## src/rtl/hrf_pkg.sv

```systemverilog
`timescale 1ns / 1ps
// Shared types and constants for the HTTP response framer.
// Depends on nothing; used by http_response_framer.
package hrf_pkg;

   localparam int LENGTH_BITS = 32;

   typedef enum logic [3:0] {
      PH_VERSION, PH_CODE, PH_REASON, PH_KEY, PH_LEN, PH_SCAN, PH_SKIP,
      PH_BODY_LEN, PH_BODY_CLOSE, PH_CHUNK_SIZE, PH_CHUNK_DATA, PH_CHUNK_END,
      PH_TRAILER, PH_DONE, PH_FAILED
   } phase_type;

   typedef enum logic [1:0] {
      ACT_DATA = 2'd0, ACT_CLOSED = 2'd1, ACT_RESTART = 2'd2, ACT_NONE = 2'd3
   } action_type;

   typedef enum logic [2:0] {
      KIND_NOTHING = 3'd0, KIND_BODY = 3'd1, KIND_HEADER = 3'd2,
      KIND_COMPLETE = 3'd3, KIND_ERROR = 3'd4
   } kind_type;

   typedef enum logic [3:0] {
      ERR_NONE = 4'd0, ERR_STATUS_LINE = 4'd1, ERR_CODE = 4'd2, ERR_LENGTH = 4'd3,
      ERR_NO_FRAMING = 4'd4, ERR_CLOSED_HEADER = 4'd5, ERR_CHUNK_LINE = 4'd6,
      ERR_CHUNK_SIZE = 4'd7, ERR_MISSING_CRLF = 4'd8, ERR_CLOSED_BODY = 4'd9
   } err_type;

   // framing flag bits
   localparam int FL_LEN     = 0;
   localparam int FL_CHUNKED = 1;
   localparam int FL_CLOSE   = 2;
   localparam int FL_PEER    = 3;

   localparam logic [8*14-1:0] KEY_LEN_TEXT   = "content-length";
   localparam logic [8*17-1:0] KEY_TE_TEXT    = "transfer-encoding";
   localparam logic [8*10-1:0] KEY_CONN_TEXT  = "connection";
   localparam logic [8*7-1:0]  NEEDLE_CHUNKED = "chunked";
   localparam logic [8*5-1:0]  NEEDLE_CLOSE   = "close";

   localparam logic [4:0] KEY_LEN_SIZE  = 5'd14;
   localparam logic [4:0] KEY_TE_SIZE   = 5'd17;
   localparam logic [4:0] KEY_CONN_SIZE = 5'd10;

   // Character of key k at position pos, zero past the end of the key.
   function automatic logic [7:0] key_char(input logic [1:0] k, input logic [4:0] pos);
      logic [7:0] c;
      c = 8'h00;
      case (k)
         2'd0: if (pos < KEY_LEN_SIZE) c = KEY_LEN_TEXT[8*(13-int'(pos)) +: 8];
         2'd1: if (pos < KEY_TE_SIZE) c = KEY_TE_TEXT[8*(16-int'(pos)) +: 8];
         2'd2: if (pos < KEY_CONN_SIZE) c = KEY_CONN_TEXT[8*(9-int'(pos)) +: 8];
         default: c = 8'h00;
      endcase
      return c;
   endfunction

   // Character of the chunked/close needle at position pos.
   function automatic logic [7:0] needle_char(input logic chunk, input logic [2:0] pos);
      logic [7:0] c;
      c = 8'h00;
      if (chunk) begin
         if (pos < 3'd7) c = NEEDLE_CHUNKED[8*(6-int'(pos)) +: 8];
      end else begin
         if (pos < 3'd5) c = NEEDLE_CLOSE[8*(4-int'(pos)) +: 8];
      end
      return c;
   endfunction

   function automatic logic is_ws(input logic [7:0] b);
      return (b == 8'h20) || (b == 8'h09) || (b == 8'h0A) || (b == 8'h0B) || (b == 8'h0C);
   endfunction

   function automatic logic [7:0] lower(input logic [7:0] b);
      return (b >= 8'h41 && b <= 8'h5A) ? b + 8'd32 : b;
   endfunction

endpackage

```

## src/rtl/http_response_framer.sv

```systemverilog
`timescale 1ns / 1ps
// HTTP/1.1 response framer: status/header parser and body framer.
// Depends on hrf_pkg.
//
// Usage:
//   req channel: one word per event; tuser holds the action (data byte,
//   peer closed, restart), tdata holds the received byte.
//   rsp channel: exactly one word per accepted req word, in order; tuser
//   holds the result kind, tdata the body byte, status code, close flag
//   and error code.
// Latency: a result is shown the cycle after its req word is accepted.
// Throughput: one word per cycle while rsp_tready stays high; the parser state advances on the
//   accepting edge and the result sits in a single output register, so the
//   next word is taken in the same cycle the pending result is taken.
// Stall: while rsp_tready is low and a result is held, req_tready drops;
//   nothing is lost or repeated.
// Reset: synchronous, active high; parser returns to waiting for a status
//   line and the output register empties. A restart action does the same
//   for the parser state and returns a nothing result.
// Content-Length and chunk sizes are held in hrf_pkg::LENGTH_BITS bits.
module http_response_framer (
   input  logic        clock,
   input  logic        reset,
   input  logic        req_tvalid,
   output logic        req_tready,
   input  logic [7:0]  req_tdata,   // [7:0] byte_value
   input  logic [1:0]  req_tuser,   // [1:0] action
   output logic        rsp_tvalid,
   input  logic        rsp_tready,
   output logic [23:0] rsp_tdata,   // [7:0] body_byte, [17:8] status, [18] close_flag,
                                    // [22:19] error_code, [23] 0
   output logic [2:0]  rsp_tuser    // [2:0] kind
);

   localparam int LB = hrf_pkg::LENGTH_BITS;

   hrf_pkg::phase_type phase_ff, phase_in;
   logic [9:0]    status_ff, status_in;
   logic [2:0]    cand_ff, cand_in;
   logic [4:0]    tpos_ff, tpos_in;
   logic [2:0]    np_ff, np_in;
   logic [LB-1:0] len_ff, len_in;
   logic [LB-1:0] rem_ff, rem_in;
   logic [3:0]    flags_ff, flags_in;
   logic [1:0]    crlf_ff, crlf_in;

   logic          rsp_valid_ff, rsp_valid_in;
   logic [2:0]    rsp_kind_ff, rsp_kind_in;
   logic [22:0]   rsp_data_ff, rsp_data_in;

   logic accept;
   hrf_pkg::kind_type res_kind;
   hrf_pkg::err_type  res_err;
   logic [7:0]  res_byte;
   logic [7:0]  b, c;
   logic [3:0]  hexv;
   logic        hex_ok, digit_ok, chunk, live;
   logic [LB+3:0] dec_acc, hex_acc;
   logic        dec_ovf, hex_ovf;
   logic        go_next_line, go_header_end;
   logic [1:0]  hit;

   assign accept     = req_tvalid && req_tready;
   assign req_tready = !rsp_valid_ff || rsp_tready;
   assign b          = req_tdata;
   assign c          = hrf_pkg::lower(req_tdata);

   // digit decode and overflow-checked accumulators
   always_comb begin
      digit_ok = (b >= 8'h30) && (b <= 8'h39);
      hex_ok   = 1'b1;
      hexv     = 4'd0;
      if (digit_ok) hexv = 4'(b - 8'h30);
      else if (c >= 8'h61 && c <= 8'h66) hexv = 4'(c - 8'h57);
      else hex_ok = 1'b0;
      dec_acc = ({4'd0, len_ff} << 3) + ({4'd0, len_ff} << 1) + (LB+4)'(hexv);
      dec_ovf = dec_acc[LB+3:LB] != 4'd0;
      hex_acc = {rem_ff, hexv};
      hex_ovf = rem_ff[LB-1:LB-4] != 4'd0;
   end

   // next parser state and result
   always_comb begin
      phase_in = phase_ff; status_in = status_ff; cand_in = cand_ff; tpos_in = tpos_ff;
      np_in = np_ff; len_in = len_ff; rem_in = rem_ff; flags_in = flags_ff; crlf_in = crlf_ff;
      res_kind = hrf_pkg::KIND_NOTHING; res_err = hrf_pkg::ERR_NONE; res_byte = 8'd0;
      go_next_line = 1'b0; go_header_end = 1'b0;
      chunk = cand_ff[1];
      hit = 2'd3;

      case (hrf_pkg::action_type'(req_tuser))
         hrf_pkg::ACT_RESTART: begin
            phase_in = hrf_pkg::PH_VERSION; status_in = 10'd0; cand_in = 3'd7;
            tpos_in = 5'd0; np_in = 3'd0; len_in = '0; rem_in = '0;
            flags_in = 4'd0; crlf_in = 2'd0;
         end
         hrf_pkg::ACT_CLOSED: begin
            if (phase_ff <= hrf_pkg::PH_SKIP) begin
               res_kind = hrf_pkg::KIND_ERROR; res_err = hrf_pkg::ERR_CLOSED_HEADER;
            end else if (phase_ff == hrf_pkg::PH_BODY_CLOSE) begin
               flags_in[hrf_pkg::FL_PEER] = 1'b1;
               phase_in = hrf_pkg::PH_DONE;
               res_kind = hrf_pkg::KIND_COMPLETE;
            end else if (phase_ff != hrf_pkg::PH_DONE && phase_ff != hrf_pkg::PH_FAILED) begin
               res_kind = hrf_pkg::KIND_ERROR; res_err = hrf_pkg::ERR_CLOSED_BODY;
            end
         end
         hrf_pkg::ACT_DATA: begin
            if (phase_ff <= hrf_pkg::PH_SKIP) begin
               // header section
               if (crlf_ff >= 2'd2) begin
                  if (b != 8'h0A) begin
                     res_kind = hrf_pkg::KIND_ERROR; res_err = hrf_pkg::ERR_STATUS_LINE;
                  end else begin
                     case (phase_ff)
                        hrf_pkg::PH_VERSION: begin
                           res_kind = hrf_pkg::KIND_ERROR; res_err = hrf_pkg::ERR_STATUS_LINE;
                        end
                        hrf_pkg::PH_CODE: begin
                           if (np_ff == 3'd0) begin
                              res_kind = hrf_pkg::KIND_ERROR; res_err = hrf_pkg::ERR_CODE;
                           end else go_next_line = 1'b1;
                        end
                        hrf_pkg::PH_KEY: begin
                           if (crlf_ff == 2'd2) go_header_end = 1'b1;
                           else go_next_line = 1'b1;
                        end
                        hrf_pkg::PH_LEN: begin
                           if (np_ff == 3'd0) begin
                              res_kind = hrf_pkg::KIND_ERROR; res_err = hrf_pkg::ERR_LENGTH;
                           end else begin
                              flags_in[hrf_pkg::FL_LEN] = 1'b1;
                              go_next_line = 1'b1;
                           end
                        end
                        default: go_next_line = 1'b1;
                     endcase
                  end
               end else if (b == 8'h0D) begin
                  crlf_in = (crlf_ff == 2'd0) ? 2'd2 : 2'd3;
               end else begin
                  crlf_in = 2'd1;
                  case (phase_ff)
                     hrf_pkg::PH_VERSION: begin
                        if (b == 8'h20) begin
                           phase_in = hrf_pkg::PH_CODE; np_in = 3'd0; tpos_in = 5'd0;
                        end
                     end
                     hrf_pkg::PH_CODE: begin
                        if (b == 8'h20) begin
                           if (np_ff == 3'd0) begin
                              res_kind = hrf_pkg::KIND_ERROR; res_err = hrf_pkg::ERR_CODE;
                           end else phase_in = hrf_pkg::PH_REASON;
                        end else if (hrf_pkg::is_ws(b)) begin
                           if (np_ff == 3'd1) np_in = 3'd2;
                        end else if (digit_ok && np_ff != 3'd2 && tpos_ff < 5'd3) begin
                           status_in = 10'(status_ff * 10'd10 + 10'(hexv));
                           tpos_in = tpos_ff + 5'd1;
                           np_in = 3'd1;
                        end else begin
                           res_kind = hrf_pkg::KIND_ERROR; res_err = hrf_pkg::ERR_CODE;
                        end
                     end
                     hrf_pkg::PH_KEY: begin
                        if (b == 8'h3A) begin
                           if (cand_ff[0] && tpos_ff == hrf_pkg::KEY_LEN_SIZE) hit = 2'd0;
                           if (cand_ff[1] && tpos_ff == hrf_pkg::KEY_TE_SIZE) hit = 2'd1;
                           if (cand_ff[2] && tpos_ff == hrf_pkg::KEY_CONN_SIZE) hit = 2'd2;
                           np_in = 3'd0;
                           if (hit == 2'd0) begin
                              len_in = '0; phase_in = hrf_pkg::PH_LEN;
                           end else if (hit != 2'd3) begin
                              cand_in = 3'(3'd1 << hit); phase_in = hrf_pkg::PH_SCAN;
                           end else phase_in = hrf_pkg::PH_SKIP;
                        end else if (hrf_pkg::is_ws(b)) begin
                           if (tpos_ff != 5'd0) np_in = 3'd1;
                        end else if (np_ff == 3'd1) begin
                           cand_in = 3'd0;
                        end else begin
                           // drop keys that no longer match
                           for (int k = 0; k < 3; k++)
                              if (c != hrf_pkg::key_char(2'(k), tpos_ff) ||
                                  hrf_pkg::key_char(2'(k), tpos_ff) == 8'h00)
                                 cand_in[k] = 1'b0;
                           if (tpos_ff < 5'd31) tpos_in = tpos_ff + 5'd1;
                        end
                     end
                     hrf_pkg::PH_LEN: begin
                        if (hrf_pkg::is_ws(b)) begin
                           if (np_ff == 3'd1) np_in = 3'd2;
                        end else if (digit_ok && np_ff < 3'd2 && !dec_ovf) begin
                           len_in = dec_acc[LB-1:0]; np_in = 3'd1;
                        end else begin
                           res_kind = hrf_pkg::KIND_ERROR; res_err = hrf_pkg::ERR_LENGTH;
                        end
                     end
                     hrf_pkg::PH_SCAN: begin
                        if (c == hrf_pkg::needle_char(chunk, np_ff)
                            && hrf_pkg::needle_char(chunk, np_ff) != 8'h00) begin
                           np_in = np_ff + 3'd1;
                           if (np_ff + 3'd1 == (chunk ? 3'd7 : 3'd5)) begin
                              if (chunk) flags_in[hrf_pkg::FL_CHUNKED] = 1'b1;
                              else flags_in[hrf_pkg::FL_CLOSE] = 1'b1;
                              np_in = 3'd0;
                           end
                        end else np_in = (c == 8'h63) ? 3'd1 : 3'd0;
                     end
                     default: ;
                  endcase
               end
            end else begin
               // body section
               case (phase_ff)
                  hrf_pkg::PH_BODY_LEN: begin
                     rem_in = rem_ff - LB'(1);
                     res_byte = b;
                     if (rem_ff == LB'(1)) begin
                        phase_in = hrf_pkg::PH_DONE; res_kind = hrf_pkg::KIND_COMPLETE;
                     end else res_kind = hrf_pkg::KIND_BODY;
                  end
                  hrf_pkg::PH_BODY_CLOSE: begin
                     res_byte = b; res_kind = hrf_pkg::KIND_BODY;
                  end
                  hrf_pkg::PH_CHUNK_SIZE: begin
                     if (crlf_ff != 2'd0) begin
                        crlf_in = 2'd0;
                        if (b != 8'h0A || np_ff == 3'd0 || np_ff == 3'd3) begin
                           res_kind = hrf_pkg::KIND_ERROR; res_err = hrf_pkg::ERR_CHUNK_LINE;
                        end else begin
                           np_in = 3'd0;
                           phase_in = (rem_ff == '0) ? hrf_pkg::PH_TRAILER
                                                     : hrf_pkg::PH_CHUNK_DATA;
                        end
                     end else if (b == 8'h0D) begin
                        crlf_in = 2'd1;
                     end else if (np_ff >= 3'd3) begin
                        // skip chunk extension
                     end else if (hrf_pkg::is_ws(b)) begin
                        if (np_ff == 3'd1) np_in = 3'd2;
                     end else if (b == 8'h3B) begin
                        np_in = (np_ff == 3'd0) ? 3'd3 : 3'd4;
                     end else if (!hex_ok || np_ff == 3'd2 || hex_ovf) begin
                        res_kind = hrf_pkg::KIND_ERROR; res_err = hrf_pkg::ERR_CHUNK_SIZE;
                     end else begin
                        rem_in = hex_acc[LB-1:0]; np_in = 3'd1;
                     end
                  end
                  hrf_pkg::PH_CHUNK_DATA: begin
                     rem_in = rem_ff - LB'(1);
                     if (rem_ff == LB'(1)) begin
                        phase_in = hrf_pkg::PH_CHUNK_END; crlf_in = 2'd0;
                     end
                     res_byte = b; res_kind = hrf_pkg::KIND_BODY;
                  end
                  hrf_pkg::PH_CHUNK_END: begin
                     if (crlf_ff == 2'd0) begin
                        if (b != 8'h0D) begin
                           res_kind = hrf_pkg::KIND_ERROR; res_err = hrf_pkg::ERR_MISSING_CRLF;
                        end else crlf_in = 2'd1;
                     end else if (b != 8'h0A) begin
                        res_kind = hrf_pkg::KIND_ERROR; res_err = hrf_pkg::ERR_MISSING_CRLF;
                     end else begin
                        phase_in = hrf_pkg::PH_CHUNK_SIZE; crlf_in = 2'd0;
                        np_in = 3'd0; rem_in = '0;
                     end
                  end
                  hrf_pkg::PH_TRAILER: begin
                     if (crlf_ff >= 2'd2) begin
                        if (b != 8'h0A) begin
                           res_kind = hrf_pkg::KIND_ERROR; res_err = hrf_pkg::ERR_CHUNK_LINE;
                        end else if (crlf_ff == 2'd2) begin
                           phase_in = hrf_pkg::PH_DONE; res_kind = hrf_pkg::KIND_COMPLETE;
                        end else crlf_in = 2'd0;
                     end else if (b == 8'h0D) begin
                        crlf_in = (crlf_ff == 2'd0) ? 2'd2 : 2'd3;
                     end else crlf_in = 2'd1;
                  end
                  default: ;
               endcase
            end
         end
         default: ;
      endcase

      // start the next header line
      if (go_next_line) begin
         phase_in = hrf_pkg::PH_KEY; cand_in = 3'd7; tpos_in = 5'd0;
         np_in = 3'd0; crlf_in = 2'd0;
      end
      // choose body framing at the empty line
      if (go_header_end) begin
         crlf_in = 2'd0; np_in = 3'd0; rem_in = '0;
         if (flags_ff[hrf_pkg::FL_CHUNKED]) begin
            phase_in = hrf_pkg::PH_CHUNK_SIZE; res_kind = hrf_pkg::KIND_HEADER;
         end else if (flags_ff[hrf_pkg::FL_LEN]) begin
            if (len_ff == '0) begin
               phase_in = hrf_pkg::PH_DONE; res_kind = hrf_pkg::KIND_COMPLETE;
            end else begin
               rem_in = len_ff; phase_in = hrf_pkg::PH_BODY_LEN;
               res_kind = hrf_pkg::KIND_HEADER;
            end
         end else if (flags_ff[hrf_pkg::FL_CLOSE]) begin
            phase_in = hrf_pkg::PH_BODY_CLOSE; res_kind = hrf_pkg::KIND_HEADER;
         end else begin
            res_kind = hrf_pkg::KIND_ERROR; res_err = hrf_pkg::ERR_NO_FRAMING;
         end
      end
      if (res_kind == hrf_pkg::KIND_ERROR) phase_in = hrf_pkg::PH_FAILED;
   end

   // pack the result word
   always_comb begin
      live = (res_kind == hrf_pkg::KIND_BODY) || (res_kind == hrf_pkg::KIND_HEADER)
          || (res_kind == hrf_pkg::KIND_COMPLETE);
      rsp_kind_in = res_kind;
      rsp_data_in = {res_err,
                     live && (flags_in[hrf_pkg::FL_CLOSE] || flags_in[hrf_pkg::FL_PEER]),
                     live ? status_in : 10'd0,
                     res_byte};
      rsp_valid_in = accept ? 1'b1 : (rsp_valid_ff && !rsp_tready);
   end

   // advance state on accept, hold the result until taken
   always_ff @(posedge clock) begin
      if (reset) begin
         phase_ff <= hrf_pkg::PH_VERSION; status_ff <= 10'd0; cand_ff <= 3'd7;
         tpos_ff <= 5'd0; np_ff <= 3'd0; len_ff <= '0; rem_ff <= '0;
         flags_ff <= 4'd0; crlf_ff <= 2'd0; rsp_valid_ff <= 1'b0;
      end else begin
         rsp_valid_ff <= rsp_valid_in;
         if (accept) begin
            phase_ff <= phase_in; status_ff <= status_in; cand_ff <= cand_in;
            tpos_ff <= tpos_in; np_ff <= np_in; len_ff <= len_in; rem_ff <= rem_in;
            flags_ff <= flags_in; crlf_ff <= crlf_in;
         end
      end
   end

   always_ff @(posedge clock) begin
      if (accept) begin
         rsp_kind_ff <= rsp_kind_in;
         rsp_data_ff <= rsp_data_in;
      end
   end

   assign rsp_tvalid = rsp_valid_ff;
   assign rsp_tuser  = rsp_kind_ff;
   assign rsp_tdata  = {1'b0, rsp_data_ff};

`ifndef ASSERT_OFF
   // an error word always carries a code, any other word none
   a_err_code: assert property (@(posedge clock) disable iff (reset)
      rsp_tvalid |-> ((rsp_tuser == hrf_pkg::KIND_ERROR) == (rsp_tdata[22:19] != 4'd0)))
      else $error("error code does not match result kind");

   // a finished response ignores further data words
   a_done_quiet: assert property (@(posedge clock) disable iff (reset)
      (accept && req_tuser == hrf_pkg::ACT_DATA &&
       (phase_ff == hrf_pkg::PH_DONE || phase_ff == hrf_pkg::PH_FAILED))
      |=> (rsp_tuser == hrf_pkg::KIND_NOTHING))
      else $error("result after completion");

   // input stalls only behind a held result
   a_ready: assert property (@(posedge clock) disable iff (reset)
      !req_tready |-> (rsp_tvalid && !rsp_tready))
      else $error("input stalled without back-pressure");

   // an error always moves the parser to the failed phase
   a_fail: assert property (@(posedge clock) disable iff (reset)
      (accept && res_kind == hrf_pkg::KIND_ERROR) |=> (phase_ff == hrf_pkg::PH_FAILED))
      else $error("error without failed phase");
`endif

endmodule
```

## config.mk

```make
export PLATFORM = sky130hd
export DESIGN_NAME = http_response_framer
export DESIGN_NICKNAME = d
export VERILOG_FILES = /design/src/rtl/hrf_pkg.sv /design/src/rtl/http_response_framer.sv
export SDC_FILE = /design/constraint.sdc
export NUM_CORES = 1
export LEC_CHECK = 0
export ABC_AREA = 0
export BUFFER_PORTS_ARGS = -buffer_cell sky130_fd_sc_hd__clkbuf_2
export CAP_MARGIN = 40
export CORE_UTILIZATION = 31
export CTS_CLUSTER_DIAMETER = 80
export DETAILED_ROUTE_END_ITERATION = 6
export PLACE_DENSITY = 0.55
export SLEW_MARGIN = 20
export SYNTH_ARGS = -nofsm -noshare
export SYNTH_HDL_FRONTEND = slang
export SYNTH_SLANG_ARGS = --single-unit
```

## constraint.sdc

```tcl
create_clock -name clock -period 7.1 [get_ports clock]
set_clock_uncertainty 0.2 [all_clocks]
set_input_delay 0.355 -clock clock [delete_from_list [all_inputs] [get_ports clock]]
set_output_delay 0.355 -clock clock [all_outputs]
set_load 0.02 [all_outputs]
```

# ---- Yosys cells after proc, flatten, opt, wreduce, memory -nomap -nowiden
# Cells that the tools add are included.
dict set report totals {
  ff_bits 122
  inputBits 14
  out_inout_bits 29
}
dict set report op_classes {
  add_sub_neg 14
  n_mul 1
  order_cmp 17
  eq_ne 112
  shift 6
  mux 289
  bitwise 2
  n_reduce_logical 68
}
# cell n
set ops {}
lappend ops {{32-bit two-way mux} 20}
lappend ops {{8-bit two-way mux} 36}
lappend ops {{3-bit two-way mux} 76}
lappend ops {{32-bit one-hot mux with 2 select lines} 3}
lappend ops {{4-bit two-way mux} 42}
lappend ops {{136-bit by 9-bit indexed part select with 8-bit output (first input constant)} 1}
lappend ops {{112-bit by 9-bit indexed part select with 8-bit output (first input constant)} 1}
lappend ops {{32-bit one-hot mux with 3 select lines} 1}
lappend ops {{4-bit != test (second input constant)} 21}
lappend ops {{2-bit two-way mux} 40}
lappend ops {{80-bit by 9-bit indexed part select with 8-bit output (first input constant)} 1}
lappend ops {{10-bit two-way mux} 7}
lappend ops {{32-bit logical NOT} 2}
lappend ops {{7-bit != test (second input constant)} 9}
lappend ops {{5-bit two-way mux} 12}
lappend ops {{56-bit by 7-bit indexed part select with 8-bit output (first input constant)} 1}
lappend ops {{10-bit AND reduction} 5}
lappend ops {{6-bit != test (second input constant)} 8}
lappend ops {{3-bit one-hot mux with 2 select lines} 7}
lappend ops {{8-bit by 4-bit equality test with 1-bit output (second input constant)} 5}
lappend ops {{40-bit by 7-bit indexed part select with 8-bit output (first input constant)} 1}
lappend ops {{35-bit by 33-bit adder with 36-bit output} 1}
lappend ops {{36-bit by 4-bit adder with 36-bit output} 1}
lappend ops {{4-bit one-hot mux with 3 select lines} 3}
lappend ops {{other kinds (86)} 205}

# ---- Logic depth before layout (Yosys ltp)
dict set report logic_depth {
  word_depth 26
  mapped_depth 23
}

# ---- Worst setup path before layout
# OpenSTA, ideal clock, no wires.
dict set report synth_path {
  path_kind {input to register}
  start {input req_tdata[1]}
  end {register rsp_data_ff[10] (data pin)}
  setup_ns 0.266
  arrival_time_ns 4.363
  required_ns 6.634
  slack_ns 2.271
  cell_stages 22
  path_buffers 1
  path_cell_list {clkinv_1 ha_1 nand2b_1 o2111ai_1 a21oi_1 o21ai_0 nand2_1 ha_1 ha_1 inv_1 fa_1 nor2b_1 o2111ai_1 a211oi_1 o2111ai_1 nand4_1 a21oi_1 o211ai_1 a211oi_1 o21ai_1 clkbuf_1 nor2_1}
}
dict set report synth_via {
  elab_chain_len 23
  elab_cells_between_ends 85
  classes_between {add/sub (5); order compare (6); eq/ne (12); mux (42); reduce/logical (20)}
}
# item line
set synth_lines {}
lappend synth_lines {{start, declared} http_response_framer.sv:26} ;# input logic [7:0] req_tdata,
lappend synth_lines {{parallel branches: the longest is 23 deep, another holds 36-bit by 4-bit adder with 36-bit output} -}
lappend synth_lines {{end signal, assigned} http_response_framer.sv:342} ;# rsp_data_ff <= rsp_data_in;
lappend synth_lines {{end, declared} http_response_framer.sv:49} ;# logic [22:0] rsp_data_ff, rsp_data_in;
# Several ways; the timed one is not identified.
# A chain may end at the register's enable or synchronous reset.

# ---- Worst setup path in the final report
dict set report layout_path {
  start {input req_tdata[1]}
  end {register rsp_data_ff[11] (data pin)}
}
# Same word-level chain as after synthesis.

==> impl_metrics.yaml <==
run_status:
  status: "complete, no violations"
logic_synthesis:
  yosysUniqueCellTypes: 92
  synth_compound_area_share_pct: 26.3
  ys_seq_area_share_pct: 22.5
  synthTopCellsByArea: "dfxtp_1 (16%), ha_1 (11%), nor2_1 (7.3%)"
  yosys_warnings: 0
  syn_inst: 1602
  synth-edff-count: 26
  synth_top_family_by_area: "compound AO/OA/AOI/OAI gates"
  async_flop_share_pct: 0
  avgSynthCellArea_um2: 7.49
  synth_seq_cells: 122
  synth-simple-area-share_pct: 24.8
  synth_xor_area_share_pct: 6.86
  synthMuxAreaShare_pct: 2.69
  synth_adder_area_share_pct: 11.9
  synth-main-ff-cell: "dfxtp_1"
  synth_nets: 1727
  syn-cell-area_um2: 12000
  yosysTopAreaCell: "dfxtp_1"
  synth_top_cell_area_share_pct: 16.0
drt:
  drt-initial-drc-count: 918
  avgRoutedWirePerCell_um: 18.0
  vias_per_cell: 5.69
  antenna_left: 0
  dr.pass1.iters: 5
  wl_met3_um: 1790
  remaining_drc_errors: 0
  dr_total_vias: 12042
  maxUsedRoutingLayer: "met4"
  met2_length_um: 17200
  met1_length_um: 18200
  finalWirelength_um: 38100
pwr:
  clock_power_share_pct: 45.6
  ir_worst_vdd_mv: 0.155
  power.switching_uw: 630
  p_seq_share_pct: 37.4
  p_comb_share_pct: 17.1
  switching_share_pct: 31.0
  intPower_uw: 1400
  leakage_uw: 0.00517
  power_density_nw_per_um2: 153
clock_tree:
  clkLatencyLatePin_ns: 0.44
  clock_tree.root_cell: "clkbuf_16"
  clock-sinks: 122
  cts_tree: "built"
  post_cts_buffers: 0
  h-tree-depth: 4
  numCtsBuffers: 17
  cts-resized-gates: 0
  clock_path_buffers: 2
  path_clk_slew_ns: 0.06
sta:
  setup_violations: 0
  hold_ws_ns: 0.0456
  worst_pin_slew_ns: 0.816
  maxSlewViolCount: 0
  min_period_ns: 6.04
  slew_headroom_pct: 45.6
  min_period_over_period_pct: 85.0
  final_hold_viol_count: 0
  max_clock_freq_mhz: 166
  finalSetupTns_ns: 0
  rsz0062_at_grt: "false"
worst_setup_path:
  worstRegToRegCells: 13
  slowest_stage: "o21ai_1"
  required_ns: 7.04
  path_cells: "clkbuf_2 > clkinv_1 > ha_1 > nand2b_1 > o2111ai_1 > a21oi_1 > o21ai_0 > nand2_1 > ha_1 > ha_1 > inv_1 > fa_1 > nor2b_1 > o2111ai_1 > a211oi_1 > o2111ai_1 > nand4_1 > a21oi_1 > o211ai_1 > a211oi_1 > o21ai_1 > a21oi_1"
  start_kind: "input pin"
  cpPeakStageDelay_ns: 0.63
  arrival_ns: 5.98
  path_class: "in2reg"
  path_max_fanout: 11
  endpoint_kind: "flop"
global_route:
  grt_max_degree: 69
  overflow: 0
  antenna_found_initial: 1
  grt_pass1_wl_um: 61000
  grt_use_total_pct: 19.3
  grt_pass1_vias: 11358
die:
  design.die.area_um2: 39500
  die_y_um: 199
  io_pins: 43
  core_region_area_um2: 37800
  num_rows: 71
  start_util_pct: 31.7
  die_x_um: 199
hold_path:
  hold_path_class: "in2reg"
  timing.hold.worst_path_depth: 3
place:
  hpwl_um: 27700
  dpl.cell_count: 2080
  port_buffers: 41
  gp_congestion: 0.972
final_layout:
  diodes: 0
  layout.cells.non_filler: 2117
  layout-drive-gt1-share_pct: 8.03
  final_nets: 1718
  area_growth_pct: 10.6
flow_run:
  max_cap_viol_count: 0
==> metal layers <==
metal  global-route usage (%)  vias to the layer above
met5                        0                        -
met4                     6.72                        0
met3                     2.54                       45
met2                     30.7                      345
met1                     26.6                     5788
li1                         -                     5864
==> synthesized netlist by cell type (16+ instances only) <==
library cell    n
nor2_1        232
a21oi_1       133
nand2_1       111
ha_1          108
dfxtp_1        96
o21ai_0        94
clkbuf_1       63
nand3_1        55
xnor2_1        53
nor3_1         51
a211oi_1       44
inv_1          41
xor2_1         41
a22oi_1        36
a31oi_1        31
mux2i_1        30
edfxtp_1       26
nand2b_1       22
o211ai_1       21
or3_1          21
a21o_1         20
nand4_1        20
buf_2          17
nor2b_1        17
nor4_1         16
o21a_1         16
==> metrics by stage <==
| step | setup WS, ns | util (%) | power (µW) | cell area (µm²) |
|---|---|---|---|---|
| floorplan | 2.27 | - | 1020 | 12000 |
| global placement | 0.847 | 33.3 | 1110 | 12600 |
| detailed placement | 0.690 | 33.3 | 1110 | 12600 |
| CTS | 1.13 | 35.0 | 2040 | 13200 |
| global route | 0.605 | 35.1 | 2120 | 13300 |
| finish | 1.06 | 35.1 | 2030 | 13300 |
==> final timing paths <==
kind / slack, ns / start / end
setup reg to reg: 2.29 / len_ff[2] / rsp_data_ff[11]
setup / recovery: 1.06 / req_tdata[1] / rsp_data_ff[11]
hold reg to reg: 0.30 / cand_ff[2] / cand_ff[2]
hold / removal: 0.05 / rsp_tready / rsp_tvalid
==> layout by cell type (no fill, tap or decap), drive strengths merged, types with 48 or more instances in the layout <==
| master | n |
|---|---|
| a21oi | 133 |
| clkbuf | 60 |
| dfxtp | 96 |
| ha | 108 |
| inv | 48 |
| nand2 | 112 |
| nand3 | 55 |
| nor2 | 233 |
| nor3 | 51 |
| o21ai | 97 |
| xnor2 | 53 |
==> layout make-up <==
cell class                 instances  area (µm²)
multi-input combinational       1335        8710
clock inverter                    13         154
sequential                       122        2700
timing repair buffer              70         432
clock buffer                      19         454
tap                              511         639
inverter                          47         176
fill                            4039       24600
==> critical path: cells and delay by family <==
kind	cells	cell delay, ns
compound gates	11	2.99
simple gates	4	0.84
buf+inv	3	0.52
fa+ha+maj	4	1.26
==> logic make-up (layout without fill, tap and decap cells) <==
family,after synthesis,after routing
adders and majority gates,113,113
other,1,1
buffers and inverters,145,149
DFF,122,122
muxes,32,32
xor gates and xnor gates,94,94
AOI/OAI and AO/OA,483,483
and+or+nand+nor,612,612
==> sequential cells by signal, indices dropped and copies added (netlist names), 4 cells and up <==
name	cells
flags_ff	4
len_ff	32
phase_ff	4
rem_ff	32
rsp_data_ff	23
status_ff	10
tpos_ff	5
==> timing repair <==
item / CTS / global route
hold buffers: 1 / 0
hold endpoints to repair: 1 / 0
endpoints found under the setup margin: 0 / 0
==> power groups by stage <==
stage | Sequential, µW | Combinational (µW) | Clock, µW
floorplan | 775 | 246 | 0
global placement | 773 | 339 | 0
detailed placement | 773 | 341 | 0
CTS | 758 | 343 | 940
global route | 762 | 380 | 975
finish | 758 | 346 | 926
Note: power is estimated with default switching activity, not from simulation.
